File: src/rtl/jac_pkg.sv
// ----------------------------------------------------------------------------
// jac_pkg
// shared types, constants and codes for the joystick axis conditioner
// ----------------------------------------------------------------------------
`default_nettype none

package jac_pkg;

    localparam int DEAD_ZONE     = 10;
    localparam int DIR_THRESHOLD = 50;
    localparam int QUEUE_DEPTH   = 2;

    localparam logic [8:0] ALPHA_ONE    = 9'd256;
    localparam logic [8:0] WEIGHT_RESET = 9'd77;

    // configuration register indexes
    localparam logic CFG_LOWPASS_ON    = 1'b0;
    localparam logic CFG_FILTER_WEIGHT = 1'b1;

    // input word kinds
    localparam logic CMD_SAMPLE    = 1'b0;
    localparam logic CMD_CALIBRATE = 1'b1;

    // direction codes
    localparam logic [2:0] DIR_NEUTRAL = 3'd0;
    localparam logic [2:0] DIR_RIGHT   = 3'd1;
    localparam logic [2:0] DIR_LEFT    = 3'd2;
    localparam logic [2:0] DIR_UP      = 3'd3;
    localparam logic [2:0] DIR_DOWN    = 3'd4;

    typedef struct packed {
        logic signed [7:0] value_x;
        logic signed [7:0] value_y;
        logic signed [7:0] percent_x;
        logic signed [7:0] percent_y;
    } t_cond;

    typedef struct packed {
        logic full;
        logic empty;
    } t_q_status;

    typedef struct packed {
        logic       lowpass_on;
        logic [8:0] weight;
    } t_filt_cfg;

endpackage

`default_nettype wire

File: src/rtl/joystick_axis_conditioner.sv
// ----------------------------------------------------------------------------
// joystick_axis_conditioner
// dead zone, saturation, percent scaling, optional low-pass and direction
// ----------------------------------------------------------------------------
// takes one word per cycle while the queue is not full. a calibrate word stores the axis
// offsets and gives no result; a sample word passes the queue and then the output register,
// which loads when the output is free. the front stage conditions and scales the pair, a
// queue of QUEUE_DEPTH words decouples it from the back stage, whose filter memory updates
// with the output register, so one result per cycle is sustained while the output is ready.
// ----------------------------------------------------------------------------
`default_nettype none

module joystick_axis_conditioner #(
    parameter int DEAD_ZONE     = jac_pkg::DEAD_ZONE,
    parameter int DIR_THRESHOLD = jac_pkg::DIR_THRESHOLD,
    parameter int QUEUE_DEPTH   = jac_pkg::QUEUE_DEPTH
) (
    input  wire logic        i_clk,
    input  wire logic        i_rst_n,
    input  wire logic        i_s_axis_tvalid,
    output logic             o_s_axis_tready,
    input  wire logic [15:0] i_s_axis_tdata,   // raw_x, raw_y
    input  wire logic        i_s_axis_tuser,   // cmd
    output logic             o_m_axis_tvalid,
    input  wire logic        i_m_axis_tready,
    output logic [39:0]      o_m_axis_tdata,   // value_x, value_y, percent_x, percent_y, direction
    input  wire logic        i_cfg_we,
    input  wire logic        i_cfg_idx,
    input  wire logic [8:0]  i_cfg_data
);

    logic               r_lowpass_on;
    logic [8:0]         r_weight;
    logic               w_fire;
    logic               w_push;
    logic               w_pop;
    jac_pkg::t_cond     w_front_cond, w_q_cond, w_out_cond;
    jac_pkg::t_q_status w_q_status;
    jac_pkg::t_filt_cfg w_cfg;
    logic [2:0]         w_dir;

    always_ff @(posedge i_clk) begin
        if (!i_rst_n) begin
            r_lowpass_on <= 1'b0;
            r_weight     <= jac_pkg::WEIGHT_RESET;
        end else if (i_cfg_we) begin
            case (i_cfg_idx)
                jac_pkg::CFG_LOWPASS_ON:    r_lowpass_on <= i_cfg_data[0];
                jac_pkg::CFG_FILTER_WEIGHT: r_weight     <= i_cfg_data;
                default: begin
                end
            endcase
        end
    end

    assign w_cfg.lowpass_on = r_lowpass_on;
    assign w_cfg.weight     = r_weight;

    assign o_s_axis_tready = !w_q_status.full;
    assign w_fire          = i_s_axis_tvalid && o_s_axis_tready;
    assign w_push          = w_fire && i_s_axis_tuser == jac_pkg::CMD_SAMPLE;

    jac_front #(
        .DEAD_ZONE (DEAD_ZONE)
    ) u_front (
        .i_clk   (i_clk),
        .i_rst_n (i_rst_n),
        .i_fire  (w_fire),
        .i_cmd   (i_s_axis_tuser),
        .i_raw_x (i_s_axis_tdata[7:0]),
        .i_raw_y (i_s_axis_tdata[15:8]),
        .o_cond  (w_front_cond)
    );

    jac_queue #(
        .DEPTH (QUEUE_DEPTH)
    ) u_queue (
        .i_clk    (i_clk),
        .i_rst_n  (i_rst_n),
        .i_push   (w_push),
        .i_wdata  (w_front_cond),
        .i_pop    (w_pop),
        .o_rdata  (w_q_cond),
        .o_status (w_q_status)
    );

    jac_back #(
        .DIR_THRESHOLD (DIR_THRESHOLD)
    ) u_back (
        .i_clk       (i_clk),
        .i_rst_n     (i_rst_n),
        .i_cfg       (w_cfg),
        .i_q_status  (w_q_status),
        .i_cond      (w_q_cond),
        .o_pop       (w_pop),
        .o_valid     (o_m_axis_tvalid),
        .i_ready     (i_m_axis_tready),
        .o_cond      (w_out_cond),
        .o_direction (w_dir)
    );

    assign o_m_axis_tdata = {5'b0, w_dir, w_out_cond.percent_y, w_out_cond.percent_x,
                             w_out_cond.value_y, w_out_cond.value_x};

`ifndef NO_ASSERTIONS
    a_queue_status: assert property (@(posedge i_clk) disable iff (!i_rst_n)
        !(w_q_status.full && w_q_status.empty))
        else $error("queue reports full and empty together");

    a_sample_latency: assert property (@(posedge i_clk) disable iff (!i_rst_n)
        (w_push && w_q_status.empty && !o_m_axis_tvalid) |-> ##2 o_m_axis_tvalid)
        else $error("sample word did not reach the output");

    a_percent_range: assert property (@(posedge i_clk) disable iff (!i_rst_n)
        o_m_axis_tvalid |-> ($signed(o_m_axis_tdata[23:16]) >= -99 &&
                             $signed(o_m_axis_tdata[23:16]) <= 99 &&
                             $signed(o_m_axis_tdata[31:24]) >= -99 &&
                             $signed(o_m_axis_tdata[31:24]) <= 99))
        else $error("percent out of range");

    a_direction_code: assert property (@(posedge i_clk) disable iff (!i_rst_n)
        o_m_axis_tvalid |-> (o_m_axis_tdata[34:32] <= jac_pkg::DIR_DOWN))
        else $error("direction code out of range");
`endif

endmodule

`default_nettype wire

File: src/rtl/jac_front.sv
// ----------------------------------------------------------------------------
// jac_front
// calibration offsets, dead zone, saturation and percent scaling
// ----------------------------------------------------------------------------
`default_nettype none

module jac_front #(
    parameter int DEAD_ZONE = jac_pkg::DEAD_ZONE
) (
    input  wire logic          i_clk,
    input  wire logic          i_rst_n,
    input  wire logic          i_fire,
    input  wire logic          i_cmd,
    input  wire logic [7:0]    i_raw_x,
    input  wire logic [7:0]    i_raw_y,
    output jac_pkg::t_cond     o_cond
);

    localparam logic signed [9:0] DZ = 10'(DEAD_ZONE);

    logic signed [7:0] r_off_x, r_off_y;
    logic signed [7:0] n_off_x, n_off_y;
    logic signed [7:0] w_vx, w_vy;

    function automatic logic signed [7:0] condition(input logic [7:0] raw,
                                                    input logic signed [7:0] off);
        logic signed [9:0] v;
        logic signed [7:0] r;
        v = $signed({2'b00, raw}) + 10'(off) - 10'sd127;
        if (v <= DZ && v >= -DZ) begin
            v = 10'sd0;
        end
        if (v > 10'sd127) begin
            r = 8'sd127;
        end else if (v < -10'sd127) begin
            r = -8'sd127;
        end else begin
            r = v[7:0];
        end
        return r;
    endfunction

    function automatic logic signed [7:0] to_percent(input logic signed [7:0] v);
        logic [6:0]  mag;
        logic [13:0] prod;
        logic [6:0]  q;
        mag  = v[7] ? 7'(-v) : v[6:0];
        prod = 14'(mag) * 14'd100;
        q    = prod[13:7];
        return v[7] ? 8'(-$signed({1'b0, q})) : $signed({1'b0, q});
    endfunction

    always_comb begin
        n_off_x = r_off_x;
        n_off_y = r_off_y;
        if (i_fire && i_cmd == jac_pkg::CMD_CALIBRATE) begin
            n_off_x = 8'(8'd127 - i_raw_x);
            n_off_y = 8'(8'd127 - i_raw_y);
        end
    end

    always_ff @(posedge i_clk) begin
        if (!i_rst_n) begin
            r_off_x <= '0;
            r_off_y <= '0;
        end else begin
            r_off_x <= n_off_x;
            r_off_y <= n_off_y;
        end
    end

    assign w_vx = condition(i_raw_x, r_off_x);
    assign w_vy = condition(i_raw_y, r_off_y);

    assign o_cond.value_x   = w_vx;
    assign o_cond.value_y   = w_vy;
    assign o_cond.percent_x = to_percent(w_vx);
    assign o_cond.percent_y = to_percent(w_vy);

endmodule

`default_nettype wire

File: src/rtl/jac_queue.sv
// ----------------------------------------------------------------------------
// jac_queue
// short first-in first-out queue between front and back
// ----------------------------------------------------------------------------
`default_nettype none

module jac_queue #(
    parameter int DEPTH = jac_pkg::QUEUE_DEPTH
) (
    input  wire logic          i_clk,
    input  wire logic          i_rst_n,
    input  wire logic          i_push,
    input  wire jac_pkg::t_cond i_wdata,
    input  wire logic          i_pop,
    output jac_pkg::t_cond     o_rdata,
    output jac_pkg::t_q_status o_status
);

    localparam int PW = (DEPTH > 1) ? $clog2(DEPTH) : 1;
    localparam int CW = $clog2(DEPTH + 1);

    jac_pkg::t_cond r_mem [DEPTH];
    logic [PW-1:0]  r_wr_ptr, r_rd_ptr, n_wr_ptr, n_rd_ptr;
    logic [CW-1:0]  r_count, n_count;

    always_comb begin
        n_wr_ptr = r_wr_ptr;
        n_rd_ptr = r_rd_ptr;
        n_count  = r_count;
        if (i_push) begin
            n_wr_ptr = (r_wr_ptr == PW'(DEPTH - 1)) ? '0 : PW'(r_wr_ptr + 1'b1);
        end
        if (i_pop) begin
            n_rd_ptr = (r_rd_ptr == PW'(DEPTH - 1)) ? '0 : PW'(r_rd_ptr + 1'b1);
        end
        if (i_push && !i_pop) begin
            n_count = CW'(r_count + 1'b1);
        end else if (i_pop && !i_push) begin
            n_count = CW'(r_count - 1'b1);
        end
    end

    always_ff @(posedge i_clk) begin
        if (!i_rst_n) begin
            r_wr_ptr <= '0;
            r_rd_ptr <= '0;
            r_count  <= '0;
        end else begin
            r_wr_ptr <= n_wr_ptr;
            r_rd_ptr <= n_rd_ptr;
            r_count  <= n_count;
        end
    end

    always_ff @(posedge i_clk) begin
        if (i_push) begin
            r_mem[r_wr_ptr] <= i_wdata;
        end
    end

    assign o_rdata        = r_mem[r_rd_ptr];
    assign o_status.full  = (r_count == CW'(DEPTH));
    assign o_status.empty = (r_count == '0);

endmodule

`default_nettype wire

File: src/rtl/jac_back.sv
// ----------------------------------------------------------------------------
// jac_back
// low-pass filter, direction classification and output register
// ----------------------------------------------------------------------------
`default_nettype none

module jac_back #(
    parameter int DIR_THRESHOLD = jac_pkg::DIR_THRESHOLD
) (
    input  wire logic          i_clk,
    input  wire logic          i_rst_n,
    input  wire jac_pkg::t_filt_cfg i_cfg,
    input  wire jac_pkg::t_q_status i_q_status,
    input  wire jac_pkg::t_cond     i_cond,
    output logic               o_pop,
    output logic               o_valid,
    input  wire logic          i_ready,
    output jac_pkg::t_cond     o_cond,
    output logic [2:0]         o_direction
);

    localparam logic signed [7:0] TH = 8'(DIR_THRESHOLD);

    logic signed [7:0] r_filt_x, r_filt_y, n_filt_x, n_filt_y;
    logic              r_valid;
    jac_pkg::t_cond    r_cond, n_cond;
    logic [2:0]        r_dir, n_dir;
    logic [8:0]        w_new, w_old;

    function automatic logic signed [7:0] lowpass(input logic signed [7:0] p,
                                                  input logic signed [7:0] m,
                                                  input logic [8:0] wn,
                                                  input logic [8:0] wo);
        logic signed [18:0] pe, me, wne, woe, s;
        logic signed [10:0] q;
        pe  = 19'(p);
        me  = 19'(m);
        wne = $signed({10'b0, wn});
        woe = $signed({10'b0, wo});
        s   = pe * wne + me * woe;
        q   = s[18:8];
        if (s[18] && s[7:0] != 8'd0) begin
            q = 11'(q + 11'sd1);
        end
        return q[7:0];
    endfunction

    assign w_new = (i_cfg.weight > jac_pkg::ALPHA_ONE) ? jac_pkg::ALPHA_ONE : i_cfg.weight;
    assign w_old = 9'(jac_pkg::ALPHA_ONE - w_new);
    assign o_pop = !i_q_status.empty && (!r_valid || i_ready);

    always_comb begin
        n_cond   = i_cond;
        n_filt_x = r_filt_x;
        n_filt_y = r_filt_y;
        if (i_cfg.lowpass_on) begin
            n_filt_x         = lowpass(i_cond.percent_x, r_filt_x, w_new, w_old);
            n_filt_y         = lowpass(i_cond.percent_y, r_filt_y, w_new, w_old);
            n_cond.percent_x = n_filt_x;
            n_cond.percent_y = n_filt_y;
        end
        if (n_cond.percent_x > TH) begin
            n_dir = jac_pkg::DIR_RIGHT;
        end else if (n_cond.percent_x < -TH) begin
            n_dir = jac_pkg::DIR_LEFT;
        end else if (n_cond.percent_y > TH) begin
            n_dir = jac_pkg::DIR_UP;
        end else if (n_cond.percent_y < -TH) begin
            n_dir = jac_pkg::DIR_DOWN;
        end else begin
            n_dir = jac_pkg::DIR_NEUTRAL;
        end
    end

    always_ff @(posedge i_clk) begin
        if (!i_rst_n) begin
            r_valid  <= 1'b0;
            r_filt_x <= '0;
            r_filt_y <= '0;
        end else begin
            if (o_pop) begin
                r_valid  <= 1'b1;
                r_filt_x <= n_filt_x;
                r_filt_y <= n_filt_y;
            end else if (i_ready) begin
                r_valid <= 1'b0;
            end
        end
    end

    always_ff @(posedge i_clk) begin
        if (o_pop) begin
            r_cond <= n_cond;
            r_dir  <= n_dir;
        end
    end

    assign o_valid     = r_valid;
    assign o_cond      = r_cond;
    assign o_direction = r_dir;

endmodule

`default_nettype wire
File: config.mk
export PLATFORM = sky130hd
export DESIGN_NAME = joystick_axis_conditioner
export DESIGN_NICKNAME = d
export VERILOG_FILES = /design/src/rtl/jac_pkg.sv /design/src/rtl/joystick_axis_conditioner.sv /design/src/rtl/jac_front.sv /design/src/rtl/jac_queue.sv /design/src/rtl/jac_back.sv
export SDC_FILE = /design/constraint.sdc
export NUM_CORES = 1
export LEC_CHECK = 0
export BUFFER_PORTS_ARGS = -buffer_cell sky130_fd_sc_hd__buf_4
export CELL_PAD_IN_SITES_DETAIL_PLACEMENT = 2
export CELL_PAD_IN_SITES_GLOBAL_PLACEMENT = 2
export CORE_UTILIZATION = 42
export DETAILED_ROUTE_END_ITERATION = 12
export PLACE_DENSITY = 0.93
export SYNTH_ARGS = -nofsm -noshare
export SYNTH_HDL_FRONTEND = slang
export SYNTH_SLANG_ARGS = --single-unit
File: constraint.sdc
create_clock -name i_clk -period 9.9 [get_ports i_clk]
set_input_delay 0.495 -clock i_clk [delete_from_list [all_inputs] [get_ports i_clk]]
set_output_delay 0.495 -clock i_clk [all_outputs]
set_load 0.05 [all_outputs]
* Word level (Yosys, flattened, before mapping)
Memories as Yosys holds them, arrays and structs flattened. A register that Yosys moved wholly into a read port is not among the register bits. Cells that the tools add are included.
Storage, ports and cells: register bits 82, bits in latches 0, bits in writable memories 64, memory bits (read-only) 0, bits of input ports 32, output and inout port bits 42, word-level logic and storage cells 110, memories 1
Memory list:
- u_queue.r_mem | words 2, width 32, rd ports 1, clocked after Yosys merged registers in 1, write ports 1, RTL line jac_queue.sv:22 | jac_pkg::t_cond r_mem [DEPTH];
Operators by class: $add $sub $neg 19, multipliers 6, divide/modulo/power cells 0, magnitude comparators 13, equality and inequality tests 1, shifts and indexed selects 0, muxes and demuxes 27, bitwise operators 2, reduce and logical (&&, ||, !) cells 25
Operators by type and width (number):
- $mul 8x10->18 | 4
- $mux 8 | 8
- $add 18x18->19 | 2
- $mul 7x5->12 const B | 2
- $add 9x8->10 | 2
- $ge 10x5->1 const B | 2
- $gt 10x8->1 const B | 2
- $le 10x5->1 const B | 2
- $lt 10x8->1 const B | 2
- $mux 10 | 2
- $sub 10x8->10 const B | 2
- $add 8x2->8 const B | 2
- $gt 8x7->1 const B | 2
- $lt 8x7->1 const B | 2
- $mux 16 | 1
- $neg 7->8 | 2
- $reduce_bool 8->1 | 2
- $sub 7x8->8 const A | 2
- $mux 7 | 2
- $neg 7->7 | 2
- $logic_and 1x1->1 | 10
- $gt 9x9->1 const B | 1
- $mux 9 | 1
- $sub 9x9->9 const A | 1
- 14 further kinds | 33

* Logic depth before layout (Yosys ltp)
Gate-level depths: netlist of the first run.
word-level depth 13, mapped depth 35, depth with buffers taken out 33

* Hierarchy
A second synthesis of the first run with hierarchy kept.
Second synthesis, totals: cells, all modules 2114, area, all modules 19881.6 µm²
Modules (own cells, without submodules):
- jac_back | instances 1, cells each 1456, area each 13017.5 µm², sequential area each 1391.3 µm²
- jac_front | instances 1, cells each 480, area each 3818.7 µm², sequential area each 320.3 µm²
- jac_queue | instances 1, cells each 122, area each 2528.7 µm², sequential area each 2021.9 µm²
- joystick_axis_conditioner | instances 1, cells each 56, area each 516.7 µm², sequential area each 200.2 µm²

* Least setup slack after synthesis of the first run
No wires, ideal clock.
path type register to register, start point register r_weight[8], end point register u_back.r_dir[0], in the netlist u_back.o_direction[0], data pin, setup time 0.146 ns, arrival time 8.094 ns, data required time 9.754 ns, slack 1.660 ns, stages on the path, launching flop included 32, path buffers 3, clock period less this slack 8.240 ns, cells stage by stage dfxtp_1 clkbuf_1 nor2b_1 inv_1 buf_1 ha_1 nand2_1 xnor2_1 clkbuf_1 nand2_1 fa_1 inv_1 fa_1 inv_1 fa_1 fa_1 inv_1 fa_1 inv_1 fa_1 inv_1 ha_1 nand2_1 or3_1 o21a_1 o211a_1 nand4b_1 or3_1 a31o_1 o311a_1 a311o_1 a21oi_1
On the way: longest elaborated chain between the ends 12, elaborated cells on any way between the ends 23, those cells by class 5 x add/sub; 4 x mul; 4 x order compare; 6 x mux; 4 x reduce/logical
Ends and longest elaborated chain:
- from (decl) | RTL line joystick_axis_conditioner.sv:33 | logic [8:0] r_weight;
- from (signal assigned) | RTL line joystick_axis_conditioner.sv:45 | r_weight <= jac_pkg::WEIGHT_RESET;
- from (signal assigned) | RTL line joystick_axis_conditioner.sv:49 | jac_pkg::CFG_FILTER_WEIGHT: r_weight <= i_cfg_data;
- $gt 9x9->1 | RTL line jac_back.sv:48 | assign w_new = (i_cfg.weight > jac_pkg::ALPHA_ONE) ? jac_pkg::ALPHA_ONE : i_cfg.weight;
- $mux 9 * | RTL line jac_back.sv:48
- parallel branches: the longest is 6 deep, another holds $add 18x18->19
- $mux 16 * | RTL line jac_back.sv:56 | if (i_cfg.lowpass_on) begin
- $gt 8x7->1 | RTL line jac_back.sv:66 | end else if (n_cond.percent_y > TH) begin
- $mux 2 | RTL line jac_back.sv:66
- $mux 2 | RTL line jac_back.sv:64 | end else if (n_cond.percent_x < -TH) begin
- to (signal assigned) | RTL line jac_back.sv:94 | r_dir <= n_dir;
- to (decl) | RTL line jac_back.sv:27 | logic [2:0] r_dir, n_dir;
Every way passes the cells marked *. A chain may end at the register's enable or synchronous reset.

==> results.ini, run 1 <==
[outcome]
status = completed

[timing]
hold_viol = 0
fmax_ghz = 0.1023
skew_ns = 0.01464
post-route-min-period_ns = 9.775
whs_ns = 0.2632
timing.final.crit_share_pct = 98.73
finalMaxSlewViolations = 0
finalSetupTns_ns = 0
tightest_slew_ns = 1.385
max_slew_margin_pct = 7.545
finalSetupViolations = 0
rsz0062_at_grt = no

[drt]
wire_per_inst_um = 29.72
drt_iter0_markers = 1096
drtPass1Iterations = 8
vias = 16852
wirelength_um = 82590
routed_via_density = 6.064
ant_nets = 0
drc = 0

[hold_path]
min-delay-path-class = in2reg
holdPathStages = 3

[clocking]
clk_path_buf_depth = 2
cts_buffers = 17
clk_latency_ns = 0.50
cts_hold_buf = 0
htreeDepth = 4
cts_root_buffer = clkbuf_16
clk_pin_slew_worst_paths_ns = 0.08
cts.sinks = 147
cts_tree = built

[setup_path]
path_depth = 28
path_delay_family = adder cells
crit_buf_inv = 6
worstRegToRegCells = 28
worst_setup_path_end_kind = flip-flop
required_ns = 10.21
crit_fanout = 30
critPathMaxStageDelay_ns = 0.64
worst_setup_path_start_kind = flip-flop
crit_top_cell = fa_1
crit_slowest_cell = fa_1
worstSetupPathType = reg2reg
cp.arrival_ns = 10.09

[layout]
nNetsFinal = 2670
postLayoutCellArea_um2 = 21620
area_growth_pct = 9.770
final_common_cell = inv_1
drive_above_1_share_pct = 8.765
diodes = 0
postLayoutCoreUtil_pct = 47.24
nFillCells = 4803
final_cell_mix = inv_1 (378), fa_1 (236), ha_1 (236), nand2_1 (216), nor2_1 (128)

[floorplan]
die_area_um2 = 47770
fp.dieH_um = 218.6
ioPinCount = 74
core_area_um2 = 45770
row_count = 78
die_w_um = 218.6
start_util_pct = 43.03

[synth]
yosysWarnings = 0
ys_seq_area_share_pct = 19.97
synth_cells = 2120
yosys.area_share.simple_pct = 15.56
syn_area_um2 = 19700
synthTopCellsByArea = fa_1 (24%), edfxtp_1 (15%), ha_1 (15%)
synth_top_area_share_pct = 23.99
syn_avg_cell_area_um2 = 9.291
synth_xor_area_share_pct = 3.557
ys_types = 82
synth_compound_area_share_pct = 10.53
synth_async_sr_flop_share_pct = 0
synthMuxAreaShare_pct = 2.636
synth_top_family_by_area = adder cells
synth_top_cell_by_area = fa_1
ys.flop_type = edfxtp_1
synth_edf_count = 99
postSynthRegisterBits = 147
yosys.area_share.adder_pct = 38.98

[global_route]
grt_max_degree = 49
grt_overflow = 0
antenna_found_initial = 0
grt_pass1_vias = 20181
grt_pass1_wl_um = 124500
grt.total_usage_pct = 35.53

[placement]
placed_area_um2 = 20910
place_hpwl_um = 61980
gp_congestion = 0.8887
io_buffer_count = 68

[job]
cap_violations = 0

==> tightest hold or removal path: stages <==
cell     delay [ns]
buf_4          0.08
nand2_1        0.06
nand3_1        0.08
==> final timing paths <==
path | slack (ns) | end | startpoint
worst max-delay path | 0.13 | u_back.o_direction[2]$_SDFFCE_PP0P_ | r_weight[8]$_SDFFE_PN0P_
worst max register to register | 0.13 | u_back.o_direction[2]$_SDFFCE_PP0P_ | r_weight[8]$_SDFFE_PN0P_
worst min-delay path | 0.26 | r_weight[3]$_SDFFE_PN1P_ | i_cfg_data[3]
worst min register to register | 0.51 | u_front.r_off_y[5]$_SDFFE_PN0P_ | u_front.r_off_y[5]$_SDFFE_PN0P_
==> routing by layer <==
layer / share of wire (%) / routed length (um) / up-vias / global-route usage (%)
met5: 0 / 0 / - / 0
li1: - / - / 7004 / -
met1: 34 / 27820 / 8664 / 35.13
met3: 5.5 / 4545 / 365 / 5.887
met2: 53 / 43790 / 819 / 66.32
met4: 7.8 / 6429 / 0 / 26.15
==> flip-flops by register name, indices dropped and copies added, names as in the netlist, named ones only <==
signal	cells
u_front.r_off_x	8
u_front.r_off_y	8
r_lowpass_on	1
u_queue.r_mem	64
u_queue.r_rd_ptr	1
u_queue.r_wr_ptr	1
u_back.r_filt_y	8
u_back.o_valid	1
u_back.o_cond	32
u_back.r_filt_x	8
u_back.o_direction	3
r_weight	9
u_queue.r_count	2
==> final cells by class <==
cell class                 count  area, um2  area share [%]
clock buffer                  19      442.9           2.049
multi-input combinational   1523      14160           65.49
inverter                     379       1423           6.580
clock inverter                13      171.4          0.7928
sequential                   147       3935           18.20
tap                          600      750.7           3.472
timing repair buffer          98      739.5           3.420
==> synthesized netlist by cell type (all sizes together) (5+ instances only) <==
cell,count
o31ai,7
nand2b,21
nor3,25
o21bai,10
o211ai,8
o211a,28
a311oi,6
nor2,130
inv,378
or2,6
nor4,8
fa,236
nand3,28
nand2,216
mux2,31
a211o,7
and2,123
dfxtp,48
clkbuf,58
buf,17
o21a,14
o21ai,47
xor2,20
a211oi,12
a21oi,58
edfxtp,99
mux2i,17
nand4,8
xnor2,60
a31oi,14
a21o,29
a21boi,9
a31o,5
ha,236
or3,9
and3,7
nor2b,27
==> through the flow <==
step	cells	worst slack [ns]
3_3_place_gp	2745	1.121
2_1_floorplan	2124	1.660
3_5_place_dp	2745	0.2495
5_1_grt	2779	0.02522
4_1_cts	2777	0.08070
6_report	2779	0.1253
==> timing repair <==
item / CTS / global route
pin swaps: 0 / 0
hold endpoints to repair: 0 / 0
setup buffers: 0 / 2
gates cloned: 0 / 0
endpoints found under the setup margin: 1 / 3
gates resized for setup: 1 / 14
==> logic make-up (layout without fill, tap and decap cells) <==
family                     after synthesis  in the layout
AOI/OAI and AO/OA                      287            287
xor gates and xnor gates                80             80
DFF                                    147            147
buffers and inverters                  454            509
muxes                                   48             48
and+or+nand+nor                        631            631
other                                    1              5
adders and majority gates              472            472
Power of run 1 is not shown: default switching activity piles up to over one toggle a cycle in this logic, so the estimate is an artifact.
==> run 2: changes to the inputs <==
--- a/config.mk
+++ b/config.mk
@@ -6,11 +6,11 @@
 export NUM_CORES = 1
 export LEC_CHECK = 0
 export BUFFER_PORTS_ARGS = -buffer_cell sky130_fd_sc_hd__buf_4
-export CELL_PAD_IN_SITES_DETAIL_PLACEMENT = 2
-export CELL_PAD_IN_SITES_GLOBAL_PLACEMENT = 2
-export CORE_UTILIZATION = 42
+export CELL_PAD_IN_SITES_DETAIL_PLACEMENT = 0
+export CELL_PAD_IN_SITES_GLOBAL_PLACEMENT = 1
+export CORE_UTILIZATION = 51
 export DETAILED_ROUTE_END_ITERATION = 12
-export PLACE_DENSITY = 0.93
+export PLACE_DENSITY = 0.92
 export SYNTH_ARGS = -nofsm -noshare
 export SYNTH_HDL_FRONTEND = slang
 export SYNTH_SLANG_ARGS = --single-unit
==> run 2 against run 1 <==
Net effect:
- sequential share of layout area rose by 0.25 points
- flip-flop and latch count unchanged
- global-route usage is 11 points lower
- count of clock-buffer cells in the layout is 2 higher
- critical path depth did not move
- utilization grew 9.1 points
- cell area is 1.4% lower
==> results.ini, run 2 (same netlist as run 1, synthesis figures left out) <==
[outcome]
status = completed

[timing]
skew_ns = 0.01743  ; +0.002785 ns
finalMaxSlewViolations = 0  ; unchanged
hold_viol = 0  ; unchanged
finalSetupTns_ns = 0  ; unchanged
rsz0062_at_grt = no
max_slew_margin_pct = 27.90  ; +20 points
timing.final.crit_share_pct = 92.87  ; -5.9 points
finalSetupViolations = 0  ; unchanged
tightest_slew_ns = 1.080  ; -0.3050 ns
post-route-min-period_ns = 9.194  ; -0.5806 ns
fmax_ghz = 0.1088  ; +6.3%

[setup_path]
worst_setup_path_end_kind = flip-flop
crit_fanout = 30  ; unchanged
worstSetupPathType = reg2reg
rrSetupSlack_ns = 0.71  ; +0.58 ns
crit_slowest_cell = a2111oi_0
cp.arrival_ns = 9.36  ; -0.73 ns
critPathMaxStageDelay_ns = 0.75  ; +0.11 ns
required_ns = 10.07  ; -0.14 ns
worstRegToRegCells = 28  ; unchanged
r2r-start = r_weight[8]$_SDFFE_PN0P_
rr_endpoint = u_back.o_direction[0]$_SDFFCE_PN1P_
crit_top_cell = fa_1
worst_setup_path_start_kind = flip-flop

[clocking]
cts.sinks = 147  ; unchanged
cts_hold_buf = 0  ; unchanged
cts_resized = 0  ; -1
cts_tree = built
clk_latency_ns = 0.44  ; -0.06 ns
post_cts_buffers = 0  ; unchanged
clk_path_buf_depth = 2  ; unchanged
clk_pin_slew_worst_paths_ns = 0.06  ; -0.02 ns
htreeDepth = 4  ; unchanged
cts_root_buffer = clkbuf_16
cts_buffers = 17  ; unchanged

[job]
cap_violations = 0  ; unchanged

[drt]
wirelength_um = 46350  ; -44%
wire_per_inst_um = 17.26  ; -42%
vias = 14899  ; -12%
drt_iter0_markers = 939  ; -14%
drtPass1Iterations = 5  ; -3
drc = 0  ; unchanged
routed_via_density = 5.547  ; -8.5%
ant_nets = 0  ; unchanged

[layout]
largest_register_ffs = 64  ; unchanged
final_cell_mix = inv_1 (378), fa_1 (236), ha_1 (236), nand2_1 (216), nor2_1 (128)
area_growth_pct = 8.258
diodes = 0  ; unchanged
drive_above_1_share_pct = 7.908  ; -0.86 points
nNetsFinal = 2666  ; -0.15%
final_common_cell = inv_1
largest_register = u_queue.r_mem

[hold_path]
holdPathStages = 3  ; unchanged
min-delay-path-class = in2reg
holdCritStartpoint = i_cfg_data[3]
worst_hold_path.endpoint = r_weight[3]$_SDFFE_PN1P_

[floorplan]
die_w_um = 198.5  ; -9.2%
core_area_um2 = 37840  ; -17%
die_area_um2 = 39410  ; -17%
ioPinCount = 74  ; unchanged
fp.dieH_um = 198.5  ; -9.2%
row_count = 71  ; -9.0%
start_util_pct = 52.05  ; +9.0 points

[global_route]
grt_overflow = 0  ; unchanged
grt_pass1_wl_um = 75840  ; -39%
antenna_found_initial = 1  ; +1
grt_pass1_vias = 15221  ; -25%
grt_max_degree = 49  ; unchanged
grt.total_usage_pct = 24.66  ; -11 points

[placement]
gp_congestion = 0.9043  ; +1.8%
io_buffer_count = 68  ; unchanged
place_hpwl_um = 37360  ; -40%

==> run 2: changes by cell type in the layout (fill, tap and decap cells not counted), sizes merged <==
cell      before  now
clkinv         4    7
clkbuf        19   21
inv          384  382
bufinv         3    1
buf           98   94
clkinvlp       1    0
==> run 2: final cells by class <==
cell class	instances	area, um2
clock inverters	11	103.9
fillers	3368	16520
inverters	379	1423
well taps	511	639.4
flip-flops and latches	147	3935
repair buffers	94	705.7
clock buffers	21	440.4
multi-input cells	1523	14080
==> run 2: critical path: cells and delay by family, from the launching register on <==
kind,cells,cell delay [ns]
compound gates,6,1.66
xor+xnor,1,0.71
fa+ha+maj,7,3.46
buf+inv,5,0.67
flops,1,0.37
mux,1,0.41
simple gates,8,1.64
==> run 2: how the worst max path moves through the flow <==
stage          cells past startpoint                                   to                      from  slack, ns
2_1_floorplan                     31  u_back.o_direction[0]$_SDFFCE_PN1P_  r_weight[8]$_SDFFE_PN0P_       1.66
3_3_place_gp                      28  u_back.o_direction[2]$_SDFFCE_PP0P_  r_weight[8]$_SDFFE_PN0P_       1.13
3_5_place_dp                      28  u_back.o_direction[0]$_SDFFCE_PN1P_  r_weight[8]$_SDFFE_PN0P_       0.85
4_1_cts                           28  u_back.o_direction[0]$_SDFFCE_PN1P_  r_weight[8]$_SDFFE_PN0P_       0.79
5_1_grt                           27  u_back.o_direction[2]$_SDFFCE_PP0P_  r_weight[8]$_SDFFE_PN0P_       0.24
6_report                          28  u_back.o_direction[0]$_SDFFCE_PN1P_  r_weight[8]$_SDFFE_PN0P_       0.71
==> run 2: routing by layer <==
layer	track usage (%)	wire [um]	vias to the layer above
li1	-	-	7001
met1	30.47	19060	7297
met2	43.34	22570	494
met3	4.290	3129	107
met4	8.433	1586	0
met5	0	0	-
==> run 2: stage by stage <==
step	hold slack (ns)	area (um2)	utilization [%]	instances	worst slack, ns
after floorplan	0.4328	19710	-	2124	1.660
after global placement	0.4594	20780	54.91	2654	1.126
after detailed placement	0.4642	20780	54.91	2654	0.8478
after CTS	0.2848	21320	56.34	2686	0.7947
after global routing	0.2921	21320	56.34	2686	0.2365
final	0.3013	21320	56.34	2686	0.7059
Power of run 2 is left out for the same reason.
